## config.mk

```make
export PLATFORM = sky130hd
export DESIGN_NAME = pidsd_mul_stage
export DESIGN_NICKNAME = d
export VERILOG_FILES = /design/src/hdl/pidsd_pkg.sv /design/src/hdl/pidsd_mul_stage.sv
export SDC_FILE = /design/constraint.sdc
export NUM_CORES = 2
export LEC_CHECK = 0
export BUFFER_PORTS_ARGS = -buffer_cell sky130_fd_sc_hd__clkbuf_2
export CORE_ASPECT_RATIO = 1.5
export CORE_MARGIN = 2
export CORE_UTILIZATION = 55
export CTS_CLUSTER_DIAMETER = 40
export DETAILED_ROUTE_END_ITERATION = 6
export GPL_TIMING_DRIVEN = 0
export PLACE_DENSITY = 0.71
export SLEW_MARGIN = 20
export SYNTH_ARGS = -nofsm -noshare
export SYNTH_HDL_FRONTEND = slang
export SYNTH_SLANG_ARGS = --single-unit
export TNS_END_PERCENT = 100
```

## constraint.sdc

```tcl
create_clock -name clk -period 8.79 [get_ports clk]
set_input_delay 0 -clock clk [delete_from_list [all_inputs] [get_ports clk]]
set_output_delay 0 -clock clk [all_outputs]
set_load 0.05 [all_outputs]
```

## src/hdl/pidsd_pkg.sv

```systemverilog
// ----------------------------------------------------------------------------
// pidsd_pkg
// Shared widths, register indexes, case codes and stage records for the
// incremental pid step with coarse band and dead band.
// ----------------------------------------------------------------------------
package pidsd_pkg;

  localparam int SAMPLE_WIDTH = 16;
  localparam int GAIN_W       = 16;
  localparam int BAND_W       = 16;
  localparam int LIMIT_W      = 15;
  localparam int DRIVE_W      = 16;
  localparam int CFG_IDX_W    = 3;
  localparam int CFG_DATA_W   = 16;

  localparam int ERR_W = SAMPLE_WIDTH + 1;
  localparam int CMP_W = ERR_W + 1;
  localparam int DP_W  = ERR_W + 1;
  localparam int DD_W  = ERR_W + 2;
  localparam int PP_W  = GAIN_W + 1 + DP_W;
  localparam int PI_W  = GAIN_W + 1 + ERR_W;
  localparam int PD_W  = GAIN_W + 1 + DD_W;
  localparam int SUM_W = PD_W + 2;

  localparam logic [CFG_IDX_W-1:0] REG_SETPOINT    = 3'd0;
  localparam logic [CFG_IDX_W-1:0] REG_GAIN_P      = 3'd1;
  localparam logic [CFG_IDX_W-1:0] REG_GAIN_I      = 3'd2;
  localparam logic [CFG_IDX_W-1:0] REG_GAIN_D      = 3'd3;
  localparam logic [CFG_IDX_W-1:0] REG_COARSE_BAND = 3'd4;
  localparam logic [CFG_IDX_W-1:0] REG_DEAD_BAND   = 3'd5;
  localparam logic [CFG_IDX_W-1:0] REG_OUTPUT_LIM  = 3'd6;

  localparam logic [LIMIT_W-1:0] LIMIT_RESET = {LIMIT_W{1'b1}};

  typedef logic [2:0] kind_t;
  localparam kind_t KIND_HOLD = 3'd0;
  localparam kind_t KIND_POS  = 3'd1;
  localparam kind_t KIND_NEG  = 3'd2;
  localparam kind_t KIND_ZERO = 3'd3;
  localparam kind_t KIND_PID  = 3'd4;

  typedef struct packed {
    logic [SAMPLE_WIDTH-1:0] setpoint;
    logic [GAIN_W-1:0]       gain_p;
    logic [GAIN_W-1:0]       gain_i;
    logic [GAIN_W-1:0]       gain_d;
    logic [BAND_W-1:0]       coarse_band;
    logic [BAND_W-1:0]       dead_band;
    logic [LIMIT_W-1:0]      output_limit;
  } cfg_t;

  typedef struct packed {
    kind_t                   kind;
    logic signed [ERR_W-1:0] e0;
    logic signed [DP_W-1:0]  dp;
    logic signed [DD_W-1:0]  dd;
  } err_t;

  typedef struct packed {
    kind_t                  kind;
    logic signed [PP_W-1:0] prod_p;
    logic signed [PI_W-1:0] prod_i;
    logic signed [PD_W-1:0] prod_d;
  } prod_t;

endpackage

```

## src/hdl/pidsd_mul_stage.sv

```systemverilog
// ----------------------------------------------------------------------------
// pidsd_mul_stage
// Three parallel gain multiplies with a register after each product.
// ----------------------------------------------------------------------------
module pidsd_mul_stage
  import pidsd_pkg::*;
(
  input  logic  clk,
  input  logic  rst,
  input  cfg_t  cfg,
  input  logic  in_valid,
  output logic  in_ready,
  input  err_t  in_data,
  output logic  out_valid,
  input  logic  out_ready,
  output prod_t out_data
);

  prod_t data_next;

  assign in_ready = !out_valid || out_ready;

  always_comb begin
    data_next.kind   = in_data.kind;
    data_next.prod_p = PP_W'($signed({1'b0, cfg.gain_p})) * PP_W'(in_data.dp);
    data_next.prod_i = PI_W'($signed({1'b0, cfg.gain_i})) * PI_W'(in_data.e0);
    data_next.prod_d = PD_W'($signed({1'b0, cfg.gain_d})) * PD_W'(in_data.dd);
  end

  always_ff @(posedge clk) begin
    if (rst) begin
      out_valid <= 1'b0;
    end else if (in_ready) begin
      out_valid <= in_valid;
    end
  end

  always_ff @(posedge clk) begin
    if (in_valid && in_ready) begin
      out_data <= data_next;
    end
  end

endmodule

```

* After elaboration in Yosys (flattened, before gate mapping) *
Index checks and enable logic that the tools add are counted.

operators by class
  multipliers = 3
  reductions and logical operators = 3

operators with widths
  operator                      number
  multiplier 17 x 19 -> 36 bit  1
  multiplier 17 x 18 -> 35 bit  1
  multiplier 17 x 17 -> 34 bit  1
  logical AND 1 bit             1
  logical NOT 1 bit             1
  logical OR 1 bit              1

word-level totals
  register bits = 109
  input bits = 172
  logic and storage cells = 11

* Depth between registers and ports, before layout *
  depth after elaboration = 3
  mapped depth = 25
  mapped depth without buffers = 23

* Least setup slack after synthesis *
OpenSTA, ideal clock, no wires.

  path type = in2reg
  start = in cfg[50] (netlist bit)
  end = reg out_data[35] (netlist bit) (data pin)
  setup time = 0.260 ns
  data arrival time = 5.553 ns
  setup slack = 2.977 ns
  cell stages on the path = 20
  path buffers = 2
  cell sequence = clkbuf_1 clkbuf_1 nand2_1 fa_1 fa_1 inv_1 fa_1 fa_1 fa_1 inv_1 fa_1 inv_1 ha_1 and3_1 nor2b_1 and3_1 a21oi_1 o2111ai_1 a31oi_1 xnor2_1

RTL lines
  element                 RTL line               RTL
  start: declaration      pidsd_mul_stage.sv:10  input cfg_t cfg,
  end signal: assignment  pidsd_mul_stage.sv:40  out_data <= data_next;
  end: declaration        pidsd_mul_stage.sv:16  output prod_t out_data

==> metrics.md <==
| Metric | Value |
|---|---|
| Ys flop type | `edfxtp_1` |
| TritonCTS Buffers | `9` |
| Delay of the slowest critical-path stage | `just under 800 ps` |
| Slew headroom | `43.8%` |
| GRT Residual Overflow | `0` |
| Total of max-cap violations | `0` |
| Clock Latency Late Sink | `roughly 420 ps` |
| Synth Cell Area | `35700 µm²` |
| Most common cell after layout, fill and taps aside | `inv_1` |
| Critical path endpoint category | `flip-flop` |
| YS warnings | `0` |
| Max Fclk | `141 MHz` |
| Initial Util | `55.5%` |
| DP Wirelength | `about 78000 µm` |
| Via count | `26000` |
| Critical Path RT | `8950 ps` |
| R2R cell count | `3` |
| Final-report max-slew violation count | `0` |
| DRT Pass-1 Iters | `7` |
| Clock slew at reported path FFs | `~90 ps` |
| Final period util | `~80%` |
| Residual DRC | `0` |
| Hold Violations, Final | `0` |
| Most frequent cells in the layout | `inv_1 (1083), fa_1 (809), nand2_1 (492), and2_1 (408), ha_1 (308)` |
| Final Setup Violations | `0` |
| Distinct cells, synth | `65` |
| Critical path launch point type | `primary input` |
| Fin Setup TNS | `0 ps` |
| Mapped Avg Cell Area | `between 9 and 10 µm²` |
| Hold depth | `2` |
| Layout cells sized above 1 | `5.93%` |
| Critical Path Most Common Cell | `fa_1` |
| CTS tree | `done` |
| Tightest Pin Transition | `842 ps` |
| Row cnt | `~110` |
| Post-route clock skew | `21.5 ps` |
| Layout area overhead | `6.97%` |
| Total wire length | `slightly above 90000 µm` |
| Hold Crit Class | `in2reg` |
| Worst-path cell chain | `clkbuf_1, clkbuf_1, nand2_1, fa_1, fa_1, inv_1, fa_1, fa_1, fa_1, inv_1, fa_1, inv_1, ha_1, and3_1, nor2b_1, and3_1, a21oi_1, o2111ai_1, a31oi_1, xnor2_1` |
| Final ANT Viol Nets | `0` |
| Data arrival, critical path | `about 7200 ps` |
| Number of diodes | `0` |
| Root Driver | `clkbuf_16` |
| Vias per cell | `5.28` |
| Ys async rst share | `0%` |
| CTS max path bufs | `2` |
| Number of flops mapped to enable cells by yosys | `108` |
| Routed WL per cell | `18.5 µm` |
| DR iter-0 viols | `1280` |
| Core box area | `64300 µm²` |
| Total GRT Usage | `29.3%` |
| First-pass GRT wire length | `149000 µm` |
| Status | `complete, no violations` |
| R2R setup slack | `7190 ps` |
| Slowest cell on the critical path | `fa_1` |
| H-tree depth | `3` |
| TritonCTS Sinks | `roughly 110` |
| RePlAce Congestion | `0.927` |
| # port buffers | `196` |
| Fin crit period | `7080 ps` |
| Synthesis-stage register bit count | `about 110` |
| Largest net degree at the start of global routing | `50` |
| Antenna violations before repair | `0` |
| RSZ-0062 raised after global routing | `no` |
| Worst-path fanout max | `10` |
| I/O pin total | `282` |
| Die area | `between 60000 and 70000 µm²` |
| Layout Nets | `5348` |
| Sequential area share after synthesis | `9.14%` |
| Net Count, Synth | `around 5100` |
| Synth Instances | `3843` |
| Chip Width | `212 µm` |
| Setup CP Type | `in2reg` |
| Number of global-route vias before repair | `29000` |
| Die Ht | `316 µm` |
## layer usage
metal	GRT usage, %	vias up	wire (µm)	part of all wire (%)
met2	53.5	900	47900	53
met5	0	-	0	0
li1	-	11600	-	-
met3	4.24	301	5020	5.5
met1	32.0	13200	31900	35
met4	17.9	0	6260	6.9
## cell type report
class	count	area, µm²
plain buffers	130	495
clock buffers	9	225
clock inverters	7	72.6
fillers	5694	26200
inverters	1083	4070
multi-input cells	2521	27900
flip-flops and latches	109	3260
well taps	870	1090
repair buffers	205	1100
## cells in the mapped netlist (2+ instances only)
cell type | count | area share [%]
xnor2_1 | 66 | 1.6
nand4_1 | 9 | 0.16
nand4b_1 | 2 | 0.049
a2111oi_0 | 2 | 0.049
nor2_1 | 57 | 0.60
edfxtp_1 | 108 | 9.1
nand2_1 | 492 | 5.2
a31oi_1 | 8 | 0.14
a211oi_2 | 2 | 0.070
a21oi_1 | 69 | 0.97
a211oi_1 | 13 | 0.27
a41o_1 | 2 | 0.056
a21o_1 | 31 | 0.65
nand2b_1 | 17 | 0.30
o2111ai_1 | 2 | 0.049
clkbuf_1 | 128 | 1.3
o21ai_1 | 10 | 0.14
nand3_1 | 20 | 0.28
o31a_1 | 2 | 0.049
inv_1 | 1083 | 11
and2_1 | 409 | 7.2
or3_1 | 3 | 0.053
buf_4 | 2 | 0.042
a2111oi_4 | 2 | 0.15
o211ai_1 | 9 | 0.19
a21oi_2 | 3 | 0.074
nor3_1 | 14 | 0.20
or4_1 | 2 | 0.042
o31ai_1 | 7 | 0.15
fa_1 | 809 | 45
o311ai_0 | 2 | 0.049
o21bai_1 | 8 | 0.17
ha_1 | 308 | 11
o21ai_0 | 34 | 0.48
nor3_2 | 3 | 0.084
a2111o_1 | 2 | 0.063
xor2_1 | 28 | 0.69
and3_1 | 9 | 0.16
o2111ai_2 | 2 | 0.084
o21ai_2 | 2 | 0.049
nor4_1 | 3 | 0.053
o21a_1 | 17 | 0.36
nor2b_1 | 20 | 0.35
## state kept, by name, indices dropped and copies added (netlist names)
signal	count
out_valid	1
out_data	108
## path summary, 6_finish.rpt
kind	end	start
max reg2reg	out_data[107]	out_valid
min	out_data[36]	cfg[63]
max	out_data[35]	cfg[50]
min reg2reg	out_data[19]	out_valid
## through the flow
step                      util, %  instance area, µm²  std cells  setup WS, ps  hold WS (ps)
after floorplan                 -               35700       3843          2980          69.1
after global placement       58.7               37800       4909          1360           155
after detailed placement     58.8               37800       4911          1400           172
after CTS                    59.3               38200       4934          1820          44.9
after global routing         59.3               38200       4934          1620          82.7
final                        59.3               38200       4934          1710          67.1
## worst max-delay path, delay by kind of cell
kind                       cells  cell delay, ps
AOI/OAI and AO/OA              3            1120
buffers and inverters          5            1380
xor gates and xnor gates       1             110
adders and majority gates      7            3820
and+or+nand+nor                4             800
## kinds of logic after synthesis
| family | Yosys count | share of synthesized area (%) |
|---|---|---|
| simple gates | 1065 | 14.8 |
| buf+inv | 1213 | 12.8 |
| flops | 109 | 9.14 |
| compound gates | 244 | 4.76 |
| xor+xnor | 94 | 2.31 |
| mux | 1 | 0.0280 |
| fa+ha+maj | 1117 | 56.2 |
## what timing repair did
item,CTS,global route
buffers inserted,0,0
endpoints found under the setup margin,0,0
resized for setup,0,0
hold buffers,7,0
endpoints found under the hold margin,6,0
Power is not shown: default switching activity piles up to over one toggle a cycle in this logic, so the estimate is an artifact.
