===== src/hdl/pidsd_pkg.sv =====
// ----------------------------------------------------------------------------
// pidsd_pkg
// Shared widths, register indexes, case codes and stage records for the
// incremental pid step with coarse band and dead band.
// ----------------------------------------------------------------------------
package pidsd_pkg;

  localparam int SAMPLE_WIDTH = 16;
  localparam int GAIN_W       = 16;
  localparam int BAND_W       = 16;
  localparam int LIMIT_W      = 15;
  localparam int DRIVE_W      = 16;
  localparam int CFG_IDX_W    = 3;
  localparam int CFG_DATA_W   = 16;

  localparam int ERR_W = SAMPLE_WIDTH + 1;
  localparam int CMP_W = ERR_W + 1;
  localparam int DP_W  = ERR_W + 1;
  localparam int DD_W  = ERR_W + 2;
  localparam int PP_W  = GAIN_W + 1 + DP_W;
  localparam int PI_W  = GAIN_W + 1 + ERR_W;
  localparam int PD_W  = GAIN_W + 1 + DD_W;
  localparam int SUM_W = PD_W + 2;

  localparam logic [CFG_IDX_W-1:0] REG_SETPOINT    = 3'd0;
  localparam logic [CFG_IDX_W-1:0] REG_GAIN_P      = 3'd1;
  localparam logic [CFG_IDX_W-1:0] REG_GAIN_I      = 3'd2;
  localparam logic [CFG_IDX_W-1:0] REG_GAIN_D      = 3'd3;
  localparam logic [CFG_IDX_W-1:0] REG_COARSE_BAND = 3'd4;
  localparam logic [CFG_IDX_W-1:0] REG_DEAD_BAND   = 3'd5;
  localparam logic [CFG_IDX_W-1:0] REG_OUTPUT_LIM  = 3'd6;

  localparam logic [LIMIT_W-1:0] LIMIT_RESET = {LIMIT_W{1'b1}};

  typedef logic [2:0] kind_t;
  localparam kind_t KIND_HOLD = 3'd0;
  localparam kind_t KIND_POS  = 3'd1;
  localparam kind_t KIND_NEG  = 3'd2;
  localparam kind_t KIND_ZERO = 3'd3;
  localparam kind_t KIND_PID  = 3'd4;

  typedef struct packed {
    logic [SAMPLE_WIDTH-1:0] setpoint;
    logic [GAIN_W-1:0]       gain_p;
    logic [GAIN_W-1:0]       gain_i;
    logic [GAIN_W-1:0]       gain_d;
    logic [BAND_W-1:0]       coarse_band;
    logic [BAND_W-1:0]       dead_band;
    logic [LIMIT_W-1:0]      output_limit;
  } cfg_t;

  typedef struct packed {
    kind_t                   kind;
    logic signed [ERR_W-1:0] e0;
    logic signed [DP_W-1:0]  dp;
    logic signed [DD_W-1:0]  dd;
  } err_t;

  typedef struct packed {
    kind_t                  kind;
    logic signed [PP_W-1:0] prod_p;
    logic signed [PI_W-1:0] prod_i;
    logic signed [PD_W-1:0] prod_d;
  } prod_t;

endpackage


===== src/hdl/pidsd_out_stage.sv =====
// ----------------------------------------------------------------------------
// pidsd_out_stage
// Sums the products, saturates to the limit and holds the drive register,
// which also serves as the last drive for the hold case.
// ----------------------------------------------------------------------------
module pidsd_out_stage
  import pidsd_pkg::*;
(
  input  logic               clk,
  input  logic               rst,
  input  cfg_t               cfg,
  input  logic               in_valid,
  output logic               in_ready,
  input  prod_t              in_data,
  output logic               out_valid,
  input  logic               out_ready,
  output logic [DRIVE_W-1:0] drive
);

  logic signed [SUM_W-1:0]   sum;
  logic signed [SUM_W-1:0]   lim_x;
  logic signed [DRIVE_W-1:0] lim_d;
  logic [DRIVE_W-1:0]        drive_next;

  assign in_ready = !out_valid || out_ready;

  always_comb begin
    sum   = SUM_W'(in_data.prod_p) + SUM_W'(in_data.prod_i) + SUM_W'(in_data.prod_d);
    lim_x = $signed(SUM_W'(cfg.output_limit));
    lim_d = $signed(DRIVE_W'(cfg.output_limit));
    case (in_data.kind)
      KIND_HOLD: drive_next = drive;
      KIND_POS:  drive_next = lim_d;
      KIND_NEG:  drive_next = -lim_d;
      KIND_ZERO: drive_next = '0;
      KIND_PID: begin
        if (sum > lim_x) begin
          drive_next = lim_d;
        end else if (sum < -lim_x) begin
          drive_next = -lim_d;
        end else begin
          drive_next = sum[DRIVE_W-1:0];
        end
      end
      default: drive_next = drive;
    endcase
  end

  always_ff @(posedge clk) begin
    if (rst) begin
      out_valid <= 1'b0;
      drive     <= '0;
    end else begin
      if (in_ready) begin
        out_valid <= in_valid;
      end
      if (in_valid && in_ready) begin
        drive <= drive_next;
      end
    end
  end

endmodule


===== config.mk =====
export PLATFORM = sky130hd
export DESIGN_NAME = pidsd_out_stage
export DESIGN_NICKNAME = d
export VERILOG_FILES = /design/src/hdl/pidsd_pkg.sv /design/src/hdl/pidsd_out_stage.sv
export SDC_FILE = /design/constraint.sdc
export NUM_CORES = 1
export LEC_CHECK = 0
export BUFFER_PORTS_ARGS = -buffer_cell sky130_fd_sc_hd__buf_4
export CAP_MARGIN = 20
export CORE_MARGIN = 2
export CORE_UTILIZATION = 40
export DETAILED_ROUTE_END_ITERATION = 10
export PLACE_DENSITY = 0.69
export REMOVE_ABC_BUFFERS = 1
export SLEW_MARGIN = 0
export SYNTH_ARGS = -nofsm -noshare
export SYNTH_HDL_FRONTEND = slang
export SYNTH_SLANG_ARGS = --single-unit

===== constraint.sdc =====
create_clock -name clk -period 6.8 [get_ports clk]
set_clock_uncertainty 0.05 [all_clocks]
set_input_delay 0.68 -clock clk [delete_from_list [all_inputs] [get_ports clk]]
set_output_delay 0.68 -clock clk [all_outputs]
set_load 0.03 [all_outputs]

**Word level (Yosys, flattened, before mapping)**

Index checks and enable logic that the tools add are counted.

- Register bits after elaboration: 17
- Input bits: 223
- Output and inout port bits: 18
- Word-level logic and storage cells: 20

- Add/sub/neg operators: 4
- Magnitude comparators: 2
- Equal/unequal tests: 4
- Muxes and demuxes: 3
- Reductions and logical operators: 5

Operator list:

| cell | count |
|---|---|
| $pmux 16 s4 | 1 |
| $lt 37x38->1 | 1 |
| $neg 15->38 | 1 |
| $add 36x36->37 | 1 |
| $gt 37x16->1 | 1 |
| $add 35x34->36 | 1 |
| $mux 16 | 2 |
| $neg 15->16 | 1 |
| $eq 3x2->1 const B | 2 |
| $reduce_bool 4->1 | 1 |
| $eq 3x1->1 const B | 1 |
| $eq 3x3->1 const B | 1 |
| $reduce_and 2->1 | 1 |
| $logic_and 1x1->1 | 1 |
| $logic_not 1->1 | 1 |
| $logic_or 1x1->1 | 1 |

**Depth between registers and ports, before layout**

- Word-level depth: 6
- Gate-level depth with buffers: 27
- Mapped depth without buffers: 26

**Worst setup path before layout**

No wires, ideal clock.

- Kind: input to register
- Start point: input in_data[1] (netlist name)
- End point: register drive[2]
- Library setup time: 0.126 ns
- Arrival time: 5.590 ns
- Required time: 6.624 ns
- Slack: 1.034 ns
- Stages on the path: 26
- Buffers on the path: 0
- Cells stage by stage: fa_1 -> ha_1 -> fa_1 -> a21oi_1 -> o21ai_0 -> a21oi_1 -> nor2b_1 -> nor2_1 -> o21bai_1 -> a21o_1 -> a21oi_1 -> o21ai_0 -> xor2_1 -> ha_1 -> nand4_1 -> a2111oi_0 -> a21boi_0 -> o31a_1 -> o21bai_1 -> o311ai_1 -> a21oi_1 -> a2111oi_4 -> nor2_4 -> mux2_4 -> a222oi_1 -> o22ai_1

- Cells in the longest elaborated chain, start to end: 5
- Elaborated cells on any way between the ends: 6
- Those cells by class: add/sub (1); order compare (2); mux (3)

RTL lines:

| element | line | source |
|---|---|---|
| from (decl) | pidsd_out_stage.sv:14 | `input prod_t in_data,` |
| $add 36x36->37 * | pidsd_out_stage.sv:28 | `sum = SUM_W'(in_data.prod_p) + SUM_W'(in_data.prod_i) + SUM_W'(in_data.prod_d);` |
| $lt 37x38->1 | pidsd_out_stage.sv:39 | `end else if (sum < -lim_x) begin` |
| $mux 16 | pidsd_out_stage.sv:39 |  |
| $mux 16 * | pidsd_out_stage.sv:37 | `if (sum > lim_x) begin` |
| $pmux 16 s4 * | pidsd_out_stage.sv:31 | `case (in_data.kind)` |
| to (signal assigned) | pidsd_out_stage.sv:58 | `drive <= drive_next;` |
| to (decl) | pidsd_out_stage.sv:17 | `output logic [DRIVE_W-1:0] drive` |

Mark *: on every way between the ends. The rest lies on a longest branch, timed or not.
A chain may end at the register's enable or synchronous reset.

**Worst setup path after layout**

- Start point: input in_data[1] (netlist name)
- End point: register drive[6]

The elaborated chain is that of the path after synthesis.

==> flow_metrics.env <==
export IMPL_place_congestion=0.929
export IMPL_numCtsBuffers=3
export IMPL_grt_start_max_net_pins=26
export IMPL_initial_core_util=0.413
export IMPL_async_flop_share=0
export IMPL_timing_final_crit_share=0.924
export IMPL_setup_viol=0
export IMPL_cts_hold_repair_buffers=0
export IMPL_r2r_cells=7
export IMPL_cpPeakStageDelay_ps=480
export IMPL_synth_edff_count=0
export IMPL_synth_top_flop_cell="dfxtp_1"
export IMPL_fp_row_count=43
export IMPL_htreeDepth=1
export IMPL_vias=5989
export IMPL_dr_pass1_iters=5
export IMPL_worstMarginPinSlew_ps=858
export IMPL_rrSetupSlack_ps=4670
export IMPL_die_w_um=124
export IMPL_cts_sinks=17
export IMPL_syn_area_um2=5770
export IMPL_crit_cells=27
export IMPL_ant_nets=0
export IMPL_die_area_um2=15400
export IMPL_crit_start="in_data[1]"
export IMPL_clk_pin_slew_ps=60
export IMPL_ios=241
export IMPL_die_h_um=124
export IMPL_yosysSeqAreaShare=0.0589
export IMPL_drive_above_1_share=0.218
export IMPL_r2r_end="drive[10]"
export IMPL_slew_viol_final=0
export IMPL_area_growth_pct=22.8
export IMPL_cp_slowest_cell="fa_1"
export IMPL_final_setup_tns_ps=0
export IMPL_insertion_delay_ps=250
export IMPL_max_slew_margin=0.423
export IMPL_n_antenna_cell=0
export IMPL_cp_top_family="compound AO/OA/AOI/OAI gates"
export IMPL_status="completed"
export IMPL_critPathArrivalTime_ps=6370
export IMPL_max_freq_mhz=159
export IMPL_fillers=1441
export IMPL_clock_path_buffers=2
export IMPL_numPortBuffers=144
export IMPL_cp_end_kind="flop"
export IMPL_whs_ps=448
export IMPL_worstPathRequired_ps=6890
export IMPL_cp_common_cell="a21oi_1"
export IMPL_synth_area_per_cell_um2=7.92
export IMPL_fin_crit_ps=6280
export IMPL_vdd_ir_drop_max_mv=0.0778
export IMPL_cts_root_buffer="clkbuf_16"
export IMPL_synth_distinct_cells=85
export IMPL_grt_antenna_before_repair=0
export IMPL_dp_hpwl_mm=13.9
export IMPL_nets=1207
export IMPL_leakagePower_uw=0.00325
export IMPL_grt_pass1_vias=5972
export IMPL_hold_class="flop to flop"
export IMPL_cts_tree="built"
export IMPL_finalWirelength_mm=16.3
export IMPL_routedWlPerCell_um=15.7
export IMPL_crit_buf_inv=1
export IMPL_path_max_fanout=7
export IMPL_viasPerCell=5.75
export IMPL_r2r_start="out_valid"
export IMPL_drc=0
export IMPL_rsz0062_at_grt="false"
export IMPL_core_region_area_um2=14000
export IMPL_syn_inst=729
export IMPL_drtIter0Drc=386
export IMPL_maxCapViolCount=0
export IMPL_final_core_util=0.507
export IMPL_ys_ff_latch=17
export IMPL_grt_pass1_wl_mm=26.6
export IMPL_total_power_uw=1410
export IMPL_track_usage=0.211
export IMPL_grt_overflow=0
export IMPL_worstSetupEndpoint="drive[6]"
export IMPL_hold_viol=0
export IMPL_crit_path_start_kind="primary input"
export IMPL_yosysWarningCount=0
export IMPL_p_per_area_nw_per_um2=199
export IMPL_path_class="primary input to flop"
[worst register-to-register path: stages, from the launching register on]
cell and delay, ps:
dfxtp_1 310, nand2b_1 130, and3_1 740, nor2_1 100
a311oi_1 340, o211ai_1 140, a21oi_1 150, a21o_1 110
[area by class of cell]
| type | count | area (µm²) | share of cell area |
|---|---|---|---|
| Clock inverter | 1 | 5.00 | 0.000706 |
| Clock buffer | 3 | 75.1 | 0.0106 |
| Tap cell | 180 | 225 | 0.0318 |
| Multi-Input combinational cell | 632 | 5080 | 0.716 |
| Sequential cell | 17 | 340 | 0.0480 |
| Timing Repair Buffer | 156 | 1170 | 0.165 |
| Inverter | 52 | 195 | 0.0275 |
[metrics by stage]
stage	cell area, µm²	setup slack, ps	std cells
finish	7090	517	1041
global route	7090	15.5	1041
CTS	7080	472	1040
detailed placement	7000	237	1036
global placement	7000	299	1036
floorplan	5610	957	701
[kinds of logic (layout without fill, tap and decap cells)]
group,after synthesis,in the layout,synth area share
xor gates and xnor gates,49,49,0.0743
muxes,7,7,0.0130
DFF,17,17,0.0589
buffers and inverters,80,212,0.0615
and+or+nand+nor,211,211,0.187
AOI/OAI and AO/OA,242,242,0.290
adders and majority gates,123,123,0.314
[power by group]
group          switching (µW)  internal, µW
registers                4.51           108
clock network            44.1          78.9
logic                     685           488
total                     734           676
[per-layer routing]
metal	routed length, µm	track usage
met5	0	0
met4	368	0.0506
met3	952	0.0174
met2	7770	0.383
met1	7210	0.269
[how the worst min path moves through the flow]
stage / to / start / cells after the start
5_1_grt: drive[12] / drive[12] / 2
4_1_cts: drive[12] / drive[12] / 2
3_3_place_gp: drive[0] / drive[0] / 2
3_5_place_dp: drive[0] / drive[0] / 2
2_1_floorplan: drive[12] / drive[12] / 2
6_report: drive[0] / drive[0] / 2
[state kept, by name, summed over array words and instances (netlist names)]
signal     flops
drive         16
out_valid      1
[layout by cell type (no fill, tap or decap), drive strengths merged, types with 4 or more instances in the layout]
master     n
nand2b     6
nand2     63
a21oi     71
or3        5
and3       6
a2bb2oi    4
o21a      11
nand3     20
nand4      9
nor3      23
a21boi     5
nor4       7
buf      156
a311oi     4
fa        37
a21o      17
inv       52
o221a      4
nor2b     10
or2        5
dfxtp     17
o21ai     36
ha        85
xnor2     29
o21bai     4
o211ai    20
a31oi     11
a211oi    11
xor2      20
mux2i      6
o31ai      7
nor2      44
[timing repair]
item / CTS / global route
gates resized for setup: 0 / 2
endpoints found under the setup margin: 0 / 6
buffers inserted: 0 / 1
[synth_stat cells (14+ instances only)]
library cell,n,area share
nand3_1,20,0.017
buf_2,14,0.012
ha_1,85,0.18
a21oi_1,66,0.057
o21ai_0,30,0.026
nand2_1,62,0.040
nor2_1,41,0.027
a21o_1,17,0.022
nor3_1,22,0.019
o211ai_1,20,0.026
xor2_1,20,0.030
dfxtp_1,17,0.059
inv_1,51,0.033
xnor2_1,29,0.044
fa_1,37,0.13
No activity file was read; power rests on OpenSTA's default activity.
