[src/hdl/pidsd_pkg.sv]
// ----------------------------------------------------------------------------
// pidsd_pkg
// Shared widths, register indexes, case codes and stage records for the
// incremental pid step with coarse band and dead band.
// ----------------------------------------------------------------------------
package pidsd_pkg;

  localparam int SAMPLE_WIDTH = 16;
  localparam int GAIN_W       = 16;
  localparam int BAND_W       = 16;
  localparam int LIMIT_W      = 15;
  localparam int DRIVE_W      = 16;
  localparam int CFG_IDX_W    = 3;
  localparam int CFG_DATA_W   = 16;

  localparam int ERR_W = SAMPLE_WIDTH + 1;
  localparam int CMP_W = ERR_W + 1;
  localparam int DP_W  = ERR_W + 1;
  localparam int DD_W  = ERR_W + 2;
  localparam int PP_W  = GAIN_W + 1 + DP_W;
  localparam int PI_W  = GAIN_W + 1 + ERR_W;
  localparam int PD_W  = GAIN_W + 1 + DD_W;
  localparam int SUM_W = PD_W + 2;

  localparam logic [CFG_IDX_W-1:0] REG_SETPOINT    = 3'd0;
  localparam logic [CFG_IDX_W-1:0] REG_GAIN_P      = 3'd1;
  localparam logic [CFG_IDX_W-1:0] REG_GAIN_I      = 3'd2;
  localparam logic [CFG_IDX_W-1:0] REG_GAIN_D      = 3'd3;
  localparam logic [CFG_IDX_W-1:0] REG_COARSE_BAND = 3'd4;
  localparam logic [CFG_IDX_W-1:0] REG_DEAD_BAND   = 3'd5;
  localparam logic [CFG_IDX_W-1:0] REG_OUTPUT_LIM  = 3'd6;

  localparam logic [LIMIT_W-1:0] LIMIT_RESET = {LIMIT_W{1'b1}};

  typedef logic [2:0] kind_t;
  localparam kind_t KIND_HOLD = 3'd0;
  localparam kind_t KIND_POS  = 3'd1;
  localparam kind_t KIND_NEG  = 3'd2;
  localparam kind_t KIND_ZERO = 3'd3;
  localparam kind_t KIND_PID  = 3'd4;

  typedef struct packed {
    logic [SAMPLE_WIDTH-1:0] setpoint;
    logic [GAIN_W-1:0]       gain_p;
    logic [GAIN_W-1:0]       gain_i;
    logic [GAIN_W-1:0]       gain_d;
    logic [BAND_W-1:0]       coarse_band;
    logic [BAND_W-1:0]       dead_band;
    logic [LIMIT_W-1:0]      output_limit;
  } cfg_t;

  typedef struct packed {
    kind_t                   kind;
    logic signed [ERR_W-1:0] e0;
    logic signed [DP_W-1:0]  dp;
    logic signed [DD_W-1:0]  dd;
  } err_t;

  typedef struct packed {
    kind_t                  kind;
    logic signed [PP_W-1:0] prod_p;
    logic signed [PI_W-1:0] prod_i;
    logic signed [PD_W-1:0] prod_d;
  } prod_t;

endpackage

[src/hdl/pidsd_cfg.sv]
// ----------------------------------------------------------------------------
// pidsd_cfg
// Configuration register file with index decode and field masking.
// ----------------------------------------------------------------------------
module pidsd_cfg
  import pidsd_pkg::*;
(
  input  logic                  clk,
  input  logic                  rst,
  input  logic                  cfg_valid,
  output logic                  cfg_ready,
  input  logic [CFG_IDX_W-1:0]  cfg_index,
  input  logic [CFG_DATA_W-1:0] cfg_data,
  output cfg_t                  cfg
);

  assign cfg_ready = 1'b1;

  always_ff @(posedge clk) begin
    if (rst) begin
      cfg <= '{setpoint: '0, gain_p: '0, gain_i: '0, gain_d: '0,
               coarse_band: '0, dead_band: '0, output_limit: LIMIT_RESET};
    end else if (cfg_valid) begin
      case (cfg_index)
        REG_SETPOINT:    cfg.setpoint     <= cfg_data[SAMPLE_WIDTH-1:0];
        REG_GAIN_P:      cfg.gain_p       <= cfg_data[GAIN_W-1:0];
        REG_GAIN_I:      cfg.gain_i       <= cfg_data[GAIN_W-1:0];
        REG_GAIN_D:      cfg.gain_d       <= cfg_data[GAIN_W-1:0];
        REG_COARSE_BAND: cfg.coarse_band  <= cfg_data[BAND_W-1:0];
        REG_DEAD_BAND:   cfg.dead_band    <= cfg_data[BAND_W-1:0];
        REG_OUTPUT_LIM:  cfg.output_limit <= cfg_data[LIMIT_W-1:0];
        default: ;
      endcase
    end
  end

endmodule

[config.mk]
export PLATFORM = sky130hd
export DESIGN_NAME = pidsd_cfg
export DESIGN_NICKNAME = d
export VERILOG_FILES = /design/src/hdl/pidsd_pkg.sv /design/src/hdl/pidsd_cfg.sv
export SDC_FILE = /design/constraint.sdc
export NUM_CORES = 1
export LEC_CHECK = 0
export ABC_AREA = 1
export BUFFER_PORTS_ARGS = -buffer_cell sky130_fd_sc_hd__buf_2
export CAP_MARGIN = 40
export CORE_AREA = 3 3 94 96
export DETAILED_ROUTE_END_ITERATION = 8
export DIE_AREA = 0 0 97 99
export PLACE_DENSITY = 0.83
export SETUP_SLACK_MARGIN = 0.2
export SLEW_MARGIN = 20
export SYNTH_ARGS = -nofsm -noshare
export SYNTH_HDL_FRONTEND = slang
export SYNTH_SLANG_ARGS = --single-unit
[constraint.sdc]
create_clock -name clk -period 2.72 [get_ports clk]
set_input_delay 0.272 -clock clk [delete_from_list [all_inputs] [get_ports clk]]
set_output_delay 0.272 -clock clk [all_outputs]
set_load 0.02 [all_outputs]
* Word-level counts from Yosys, hierarchy flattened
Cells that the tools add are included.
Operators by class: equal/unequal tests 6, reduce and logical (&&, ||, !) cells 8
Operators by type and width (count):
- $reduce_and A2 Y1 | 7
- $eq A3 B3 Y1 const B | 3
- $eq A3 B2 Y1 const B | 2
- $eq A3 B1 Y1 const B | 1
- $logic_not A3 Y1 | 1
Storage, ports and cells: register bits after elaboration 111, output and inout bits 112

* Depth between registers and ports, before layout
Gate-level depths: netlist (run 1).
word-level depth 2, depth in mapped cells 6, gate-level depth less buffers 5

* Worst setup path before layout (run 1)
OpenSTA, ideal clock, no wires.
path type input-to-reg, start input rst, end register cfg[10] (netlist bit), data required time 2.590 ns, arrival 0.942 ns, path buffers 2, library setup time 0.130 ns, stages on the path 4, path slack 1.648 ns, cells stage by stage inv_1 > clkbuf_1 > clkbuf_1 > nand3_1
RTL lines:
- from (decl) | line pidsd_cfg.sv:9 | input logic rst,
- to (signal assigned) | line pidsd_cfg.sv:21 | cfg <= '{setpoint: '0, gain_p: '0, gain_i: '0, gain_d: '0,
- to (decl) | line pidsd_cfg.sv:14 | output cfg_t cfg
No word-level cell between the ends.

* Final worst setup path (run 1)
start input cfg_valid, end register cfg[49] (netlist bit)
Between the ends: longest elaborated chain between the ends 1
Ends and longest elaborated chain:
- from (decl) | line pidsd_cfg.sv:10 | input logic cfg_valid,
- $reduce_and A2 Y1 (no source line)
Every way passes these cells. A chain may end at the register's enable or synchronous reset.

==> out/results.tsv, run 1 <==
stage	metric	value	unit
floorplanning	dieHeight	99	um
sta	finalCriticalPeriod	1.264	ns
floorplanning	initial_utilization	0.5456	
finish	reg_top3	cfg (111)	
route	detailroute.via_count	4305	
critical_path	max_stage_delay	0.51	ns
global_routing	grt_pass1_wl	19050	um
clocking	numClockSinks	111	
critical_path	crit_type	in2reg	
synth	yosysWarnings	0	
clocking	tritoncts	built	
critical_path	cp.required	2.99	ns
clocking	clkLatencyLatePin	0.36	ns
clocking	cts_root_buf	sky130_fd_sc_hd__clkbuf_8	
placed_design	gp_congestion	0.8362	
clocking	htreeDepth	3	
sta	timing.final.max_slew_violations	0	
critical_path	timing.critical_path.cells	buf_2 > inv_2 > nor2_4 > buf_4 > nand3_1 > nand2_1 > nor2_1	
clocking	path_clk_slew	0.11	ns
critical_path	critPathMaxFanout	33	
critical_path	worstSetupEndpointType	flop	
sta	worst_pin_slew	0.7004	ns
placed_design	buffer_ports.inserted	132	
finish	nets	752	
sta	total_of_endpoints_with_negative_setup_slack_in_the_final_report	0	
synth	synth_area	0.004438	mm^2
route	post_drt_via_cell_ratio	5.125	
route	postRouteWirelength	11960	um
synth	synth_cells	620	
critical_path	setup.reg_to_reg.worst_slack	2.10	ns
global_routing	grt_max_degree	112	
sta	worst_clock_skew	0	ns
clocking	cts.repair_timing.setup_buffer_count	0	
power_and_ir_drop	static-leakage-power	2.600	nW
min_path	hp-class	in2reg	
route	drtIter0Drc	313	
sta	fmax	0.7913	GHz
global_routing	antenna_found_initial	0	
synth	ys_seq_elements	111	
finish	num-fill-cells	764	
finish	area_used_by_multi_input_combinational_logic	0.001901	mm^2
finish	diodes	0	
route	drt_pre_antenna_iters	6	
synth	synthDistinctLibCells	15	
floorplanning	die_width	97	um
clocking	cts_resized	0	
global_routing	number_of_global_route_vias_before_repair	3867	
synth	ys_seq_area_frac	0.5007	
run_status	run_status	complete, no violations	
route	route.detailed.drc	0	
global_routing	track_usage	0.2476	
synth	syn_area_per_cell	7.158	um^2
finish	regArea	0.002222	mm^2
sta	setup_tns	0	ns
floorplanning	die_area	0.009603	mm^2
route	avgRoutedWirePerCell	14.23	um
synth	net_count_after_synthesis	642	
global_routing	grt-ovfl-total	0	
finish	largest-register	cfg	
power_and_ir_drop	vdd_drop_max	0.3174	mV
power_and_ir_drop	pwr_density_cell	578.7	mW/mm^2
critical_path	timing.critical_path.arrival	1.53	ns
floorplanning	floorplan.io_pins	134	
critical_path	critPathLaunchType	input pin	
sta	rsz0062_at_grt	false	
clocking	cts_inserted_buffers	9	
finish	largest_reg_flops	111	
sta	timing.final.crit_share	0.4646	
flow_run	maxCapViolations	0	
floorplanning	core.rowCount	33	
placed_design	place.detailed.hpwl	8269	um
placed_design	dpl_worst_slack	1.095	ns
route	route.antenna.remaining_nets	0	
clocking	cts_max_path_buffers	2	
floorplanning	placeable_area	0.008134	mm^2
clocking	ctsHoldBuffers	0	
sta	max_slew_margin	0.5326	
sta	setup_slack	1.456	ns
critical_path	cell_type_of_the_slowest_stage_on_the_worst_timing_path	sky130_fd_sc_hd__nor2_4	
finish	share_of_cells_above_drive_strength_1	0.2354	
sta	timing.final.hold_violations	0	
finish	areaGrowthSynthToFinish	17.71	%
-- per-stage QoR --
step                      cells  total power [mW]  instance area (um^2)  hold WS, ns  utilization
after floorplan             620             2.035                  4438       0.3981            -
after global placement      824             2.153                  5051       0.4379       0.6210
after detailed placement    824             2.164                  5051       0.4469       0.6210
after CTS                   840             3.032                  5224       0.1154       0.6422
after global routing        840             3.140                  5224       0.1200       0.6422
final                       840             3.023                  5224       0.1255       0.6422
-- cells in the mapped netlist --
master / count / area share
sky130_fd_sc_hd__inv_2: 5 / 0.0042
sky130_fd_sc_hd__nand2_2: 2 / 0.0028
sky130_fd_sc_hd__nor2_2: 2 / 0.0028
sky130_fd_sc_hd__clkbuf_1: 7 / 0.0059
sky130_fd_sc_hd__conb_1: 1 / 0.00084
sky130_fd_sc_hd__buf_6: 4 / 0.010
sky130_fd_sc_hd__buf_4: 10 / 0.017
sky130_fd_sc_hd__nor2_1: 193 / 0.16
sky130_fd_sc_hd__nand3_1: 111 / 0.13
sky130_fd_sc_hd__nor2_4: 8 / 0.020
sky130_fd_sc_hd__buf_2: 17 / 0.019
sky130_fd_sc_hd__inv_1: 18 / 0.015
sky130_fd_sc_hd__nand2_4: 1 / 0.0025
sky130_fd_sc_hd__nand2_1: 130 / 0.11
sky130_fd_sc_hd__dfxtp_1: 111 / 0.50
-- cell usage in the layout (no fill, tap or decap), drive strengths merged --
master / count
nand3: 111
clkinv: 5
inv: 24
conb: 1
buf: 137
clkinvlp: 1
dfxtp: 111
nand2: 133
clkbuf: 9
nor2: 203
-- worst max-delay path: cells and delay by family --
| family | cells | cell delay, ns |
|---|---|---|
| buf+inv | 3 | 0.49 |
| simple gates | 4 | 0.76 |
-- logic make-up after synthesis --
group / after synthesis / share of synthesized area
and+or+nand+nor: 447 / 0.4268
DFF: 111 / 0.5007
buffers and inverters: 61 / 0.07161
other: 1 / 0.0008450
-- final cells by class --
cell class	instances	share of cell area
flip-flops and latches	111	0.4254
multi-input cells	448	0.3638
repair buffers	137	0.1360
well taps	105	0.02515
clock buffers	9	0.02371
inverters	23	0.01653
clock inverters	7	0.009341
-- routing by layer --
metal  track usage  vias to the layer above  share of wire
li1              -                     2139              -
met1        0.3315                     1933           0.43
met2        0.3705                      188           0.44
met3       0.06016                       45          0.074
met4        0.1328                        0          0.049
met5             0                        -              0
-- power breakdown --
group | switching (mW) | internal, mW
registers | 0.0312 | 1.68
clock network | 0.560 | 0.335
logic | 0.293 | 0.122
-- final timing paths --
kind	startpoint	endpoint	depth (start not counted)
min	cfg_data[6]	cfg[6]	3
min reg2reg	cfg[0]	cfg[0]	2
max reg2reg	cfg[65]	cfg[65]	2
max	cfg_valid	cfg[49]	7
Note: power is estimated with default switching activity, not from simulation.
==> inputs of run 2 (changes only) <==
- CORE_AREA: 3 3 94 96 -> 3 3 103 105
- DIE_AREA: 0 0 97 99 -> 0 0 106 108
- PLACE_DENSITY: 0.83 -> 0.74
- clock period: 2.72 -> 1.14 ns (I/O delays scaled with it)
==> out/results.tsv, run 2 (synthesis results as in run 1) <==
stage	metric	value	unit	change
sta	fin_worst_hold_slack	0.08835	ns	was 0.1255 ns
clocking	path_clk_slew	0.10	ns	was 0.11 ns
clocking	cts_inserted_buffers	9		unchanged
run_status	run_status	complete, no violations		unchanged
critical_path	critPathMaxFanout	2		was 33
global_routing	antenna_found_initial	0		unchanged
route	route.detailed.drc	0		unchanged
power_and_ir_drop	static-leakage-power	3.007	nW	was 2.600 nW
global_routing	number_of_global_route_vias_before_repair	4508		was 3867
global_routing	grt-ovfl-total	0		unchanged
placed_design	place.detailed.hpwl	8881	um	was 8269 um
sta	total_of_endpoints_with_negative_setup_slack_in_the_final_report	0		unchanged
critical_path	critPathLaunchType	flop		was input pin
finish	areaGrowthSynthToFinish	48.60	%	was 17.71%
finish	reg_top3	cfg (111)		unchanged
sta	rsz0062_at_grt	true		was false
finish	largest_reg_flops	111		unchanged
floorplanning	initial_utilization	0.4561		was 0.5456
sta	timing.final.max_slew_violations	0		unchanged
floorplanning	die_width	106	um	was 97 um
sta	finalCriticalPeriod	0.9958	ns	
power_and_ir_drop	vdd_drop_max	0.6035	mV	was 0.3174 mV
critical_path	max_stage_delay	0.38	ns	was 0.51 ns
sta	timing.final.crit_share	0.8735		
clocking	htreeDepth	3		unchanged
critical_path	cell_type_of_the_slowest_stage_on_the_worst_timing_path	sky130_fd_sc_hd__dfxtp_2		was sky130_fd_sc_hd__nor2_4
finish	layout_common_cells	sky130_fd_sc_hd__nor2_1 (192), sky130_fd_sc_hd__nand2_1 (130), sky130_fd_sc_hd__nand3_1 (111), sky130_fd_sc_hd__dfxtp_2 (111), sky130_fd_sc_hd__buf_6 (111)		was sky130_fd_sc_hd__nor2_1 (192), sky130_fd_sc_hd__buf_2 (132), sky130_fd_sc_hd__nand2_1 (130)
finish	diodes	0		unchanged
clocking	cts_max_path_buffers	2		unchanged
route	postRouteWirelength	14990	um	was 11960 um
global_routing	grt_max_degree	57		was 112
floorplanning	floorplan.io_pins	134		unchanged
finish	nets	792		was 752
floorplanning	die_area	0.01145	mm^2	was 0.009603 mm^2
floorplanning	core.rowCount	36		was 33
route	wl_met3	1101	um	was 889 um
clocking	tritoncts	built		unchanged
sta	timing.final.hold_violations	0		unchanged
sta	setup_tns	0	ns	unchanged
flow_run	maxCapViolations	0		unchanged
sta	worst_clock_skew	0	ns	unchanged
global_routing	track_usage	0.2640		was 0.2476
route	route.antenna.remaining_nets	0		unchanged
finish	largest-register	cfg		unchanged
critical_path	critPathBufInv	1		was 3
route	post_drt_via_cell_ratio	5.128		was 5.125
critical_path	cp.required	1.03	ns	was 2.99 ns
route	highest-signal-layer	met4		unchanged
route	drtIter0Drc	306		was 313
critical_path	setup.reg_to_reg.worst_slack	0.25	ns	was 2.10 ns
sta	fmax	1.004	GHz	
critical_path	crit_type	reg2out		was in2reg
placed_design	gp_congestion	0.8178		was 0.8362
clocking	numClockSinks	111		unchanged
floorplanning	dieHeight	108	um	was 99 um
route	drt_pre_antenna_iters	6		unchanged
finish	layout.cells.most_common	sky130_fd_sc_hd__nor2_1		unchanged
placed_design	buffer_ports.inserted	132		unchanged
route	avgRoutedWirePerCell	16.51	um	was 14.23 um
finish	share_of_cells_above_drive_strength_1	0.3961		was 0.2354
global_routing	grt_pass1_wl	23210	um	was 19050 um
floorplanning	placeable_area	0.009729	mm^2	was 0.008134 mm^2
min_path	hp-class	in2reg		unchanged
finish	post-route-util	0.6779		was 0.6422
clocking	cts_root_buf	sky130_fd_sc_hd__clkbuf_8		unchanged
critical_path	worst_path_dominant_cell_family	flip-flops		was simple AND/OR/NAND/NOR gates
clocking	clkLatencyLatePin	0.38	ns	was 0.36 ns
route	dr_wl_met2	7485	um	was 5289 um
finish	num-fill-cells	822		was 764
critical_path	worstSetupEndpointType	output port		was flop
critical_path	timing.critical_path.arrival	0.88	ns	was 1.53 ns
route	detailroute.via_count	4656		was 4305
power_and_ir_drop	pwr_density_cell	1233	mW/mm^2	was 578.7 mW/mm^2
critical_path	timing.critical_path.cells	buf_6		was buf_2 > inv_2 > nor2_4 > buf_4 > nand3_1 > nand2_1 > nor2_1
route	wl_met1	5734	um	was 5196 um
==> run 2: routing by layer <==
| layer | vias up | GRT usage |
|---|---|---|
| met3 | 50 | 0.05612 |
| met1 | 2160 | 0.3103 |
| met5 | - | 0 |
| met2 | 219 | 0.4554 |
| met4 | 0 | 0.1378 |
| li1 | 2227 | - |
==> run 2: layout make-up <==
class / count / area [um^2] / share of cell area
flip-flops and latches: 111 / 2361 / 0.3580
multi-input cells: 448 / 1901 / 0.2882
repair buffers: 177 / 1856 / 0.2814
well taps: 133 / 166.4 / 0.02523
clock buffers: 13 / 158.9 / 0.02409
inverters: 23 / 87.58 / 0.01328
clock inverters: 3 / 65.06 / 0.009865
==> run 2: worst paths after layout <==
path / start / end / depth (start not counted)
worst max-delay path: cfg[48] / cfg[48] / 1
worst min-delay path: rst / cfg[0] / 3
worst max register to register: cfg[52] / cfg[52] / 4
worst min register to register: cfg[12] / cfg[12] / 2
==> run 2: power by group <==
group	internal [mW]	total, mW	switching [mW]
combinational	0.553	1.32	0.765
clock	1.36	2.67	1.31
sequential	4.04	4.15	0.108
==> run 2: per-stage QoR <==
stage | worst slack, ns | std cells | instance area [um^2] | power (mW)
finish | 0.1442 | 908 | 6595 | 8.129
global route | 0.1113 | 908 | 6595 | 8.433
CTS | 0.1500 | 901 | 6543 | 8.099
detailed placement | 0.01279 | 860 | 5260 | 5.241
global placement | 0.1002 | 860 | 5260 | 5.212
floorplan | 0.2263 | 620 | 4438 | 4.856
==> run 2: worst min-delay path: cells and delay by family <==
family | cells | cell delay (ns)
buffers and inverters | 2 | 0.23
AND/OR/NAND/NOR | 1 | 0.09
==> run 2: timing repair <==
action / in CTS / in global routing
setup buffers: 10 / 7
resized for setup: 333 / 0
hold buffers: 15 / 0
setup endpoints to repair: 111 / 111
hold endpoints to repair: 15 / 0
==> inputs of run 3 (changes only) <==
- CORE_AREA: 3 3 103 105 -> 2 2 102 104
- DIE_AREA: 0 0 106 108 -> 0 0 104 106
==> out/results.tsv, run 3 (synthesis results as in run 1) <==
stage	metric	value	unit	change
critical_path	cell_type_of_the_slowest_stage_on_the_worst_timing_path	sky130_fd_sc_hd__dfxtp_2		unchanged
finish	nets	783		was 792
sta	fmax	1.010	GHz	was 1.004 GHz
finish	layout.cells.most_common	sky130_fd_sc_hd__nor2_1		unchanged
finish	areaGrowthSynthToFinish	47.59	%	was 48.60%
route	route.antenna.remaining_nets	0		unchanged
route	wl_met1	5512	um	was 5734 um
finish	diodes	0		unchanged
sta	timing.final.crit_share	0.8686		was 0.8735
placed_design	placed_cell_count	862		was 860
critical_path	worst_path_dominant_cell_family	flip-flops		unchanged
global_routing	grt_max_degree	59		was 57
placed_design	buffer_ports.inserted	132		unchanged
critical_path	worstSetupEndpointType	output port		unchanged
finish	largest-register	cfg		unchanged
floorplanning	floorplan.io_pins	134		unchanged
clocking	path_clk_slew	0.11	ns	was 0.10 ns
floorplanning	core.rowCount	37		was 36
critical_path	cp.required	1.03	ns	about the same
power_and_ir_drop	vdd_drop_max	0.5832	mV	was 0.6035 mV
placed_design	gp_congestion	0.7960		was 0.8178
power_and_ir_drop	static-leakage-power	2.942	nW	was 3.007 nW
route	avgRoutedWirePerCell	15.19	um	was 16.51 um
placed_design	place.detailed.hpwl	8580	um	was 8881 um
global_routing	antenna_found_initial	0		unchanged
route	highest-signal-layer	met4		unchanged
power_and_ir_drop	totalPowerFinal	7.825	mW	was 8.129 mW
run_status	run_status	complete, no violations		unchanged
critical_path	critPathMaxFanout	2		unchanged
sta	timing.final.hold_violations	0		unchanged
critical_path	critPathLaunchType	flop		unchanged
floorplanning	placeable_area	0.01000	mm^2	was 0.009729 mm^2
sta	worst_clock_skew	0	ns	unchanged
route	drt_pre_antenna_iters	5		was 6
power_and_ir_drop	pwr_density_cell	1195	mW/mm^2	was 1233 mW/mm^2
sta	finalCriticalPeriod	0.9902	ns	was 0.9958 ns
sta	timing.final.max_slew_violations	0		unchanged
clocking	tritoncts	built		unchanged
finish	share_of_cells_above_drive_strength_1	0.4047		was 0.3961
finish	post-route-util	0.6550		was 0.6779
finish	largest_reg_flops	111		unchanged
floorplanning	dieHeight	106	um	was 108 um
clocking	clkLatencyLatePin	0.38	ns	about the same
route	detailroute.via_count	4503		was 4656
flow_run	maxCapViolations	0		unchanged
clocking	numClockSinks	111		unchanged
route	post_drt_via_cell_ratio	4.992		was 5.128
global_routing	number_of_global_route_vias_before_repair	4197		was 4508
global_routing	grt_pass1_wl	21150	um	was 23210 um
global_routing	grt-ovfl-total	0		unchanged
min_path	hp-class	in2reg		unchanged
global_routing	track_usage	0.2463		was 0.2640
route	drtIter0Drc	302		was 306
critical_path	timing.critical_path.arrival	0.88	ns	about the same
critical_path	max_stage_delay	0.37	ns	was 0.38 ns
critical_path	timing.critical_path.cells	buf_6		unchanged
clocking	htreeDepth	3		unchanged
finish	layout_common_cells	sky130_fd_sc_hd__nor2_1 (192), sky130_fd_sc_hd__nand2_1 (130), sky130_fd_sc_hd__buf_6 (112)		was sky130_fd_sc_hd__nor2_1 (192), sky130_fd_sc_hd__nand2_1 (130), sky130_fd_sc_hd__nand3_1 (111), sky130_fd_sc_hd__dfxtp_2 (111), sky130_fd_sc_hd__buf_6 (111)
route	postRouteWirelength	13700	um	was 14990 um
floorplanning	die_width	104	um	was 106 um
sta	total_of_endpoints_with_negative_setup_slack_in_the_final_report	0		unchanged
critical_path	critPathBufInv	1		unchanged
clocking	cts_max_path_buffers	2		unchanged
finish	finish.cell_count_without_fillers	902		was 908
route	dr_wl_met2	6443	um	was 7485 um
route	wl_met3	1099	um	was 1101 um
clocking	cts_root_buf	sky130_fd_sc_hd__clkbuf_8		unchanged
sta	rsz0062_at_grt	true		unchanged
finish	reg_top3	cfg (111)		unchanged
sta	setup_tns	0	ns	unchanged
critical_path	crit_type	reg2out		unchanged
clocking	cts_inserted_buffers	9		unchanged
floorplanning	die_area	0.01102	mm^2	was 0.01145 mm^2
route	route.detailed.drc	0		unchanged
floorplanning	initial_utilization	0.4438		was 0.4561
==> run 3: area by class of cell <==
type	instances	area, um^2
repair buffers	168	1784
well taps	136	170.2
clock buffers	10	127.6
inverters	23	93.84
fillers	873	3450
multi-input cells	448	1946
flip-flops and latches	111	2361
clock inverters	6	67.56
==> run 3: per-stage QoR <==
stage	setup slack, ns	area, um^2	hold WS, ns
after floorplan	0.2263	4438	0.2401
after detailed placement	0.02637	5243	0.3469
final	0.1498	6550	0.1745
after global placement	0.1041	5243	0.3429
after CTS	0.1482	6466	0.1690
after global routing	0.1174	6550	0.1792
==> run 3: repair_timing <==
item | 4_1_cts | 5_1_grt
hold buffers | 15 | 0
setup buffers | 6 | 3
hold endpoints to repair | 15 | 0
pin swaps | 0 | 10
resized for setup | 333 | 13
endpoints found under the setup margin | 111 | 123
==> run 3: routing by layer <==
metal  global-route usage  up-vias
met5                    0        -
met4               0.1496        0
met3              0.05947       52
met2               0.4037      219
met1               0.2930     2026
li1                     -     2206
==> run 3: power breakdown <==
| part | internal (mW) | leakage (nW) | switching [mW] |
|---|---|---|---|
| Clock | 1.03 | 0.0933 | 1.35 |
| Sequential | 4.04 | 0.941 | 0.108 |
| Combinational | 0.544 | 1.91 | 0.755 |
| Total | 5.61 | 2.94 | 2.21 |
==> run 3: final timing paths <==
kind	start	endpoint	slack, ns	cells past startpoint
worst max-delay path	cfg[101]	cfg[101]	0.15	1
worst min-delay path	rst	cfg[0]	0.17	4
worst max register to register	cfg[110]	cfg[110]	0.42	3
worst min register to register	cfg[12]	cfg[12]	0.47	2
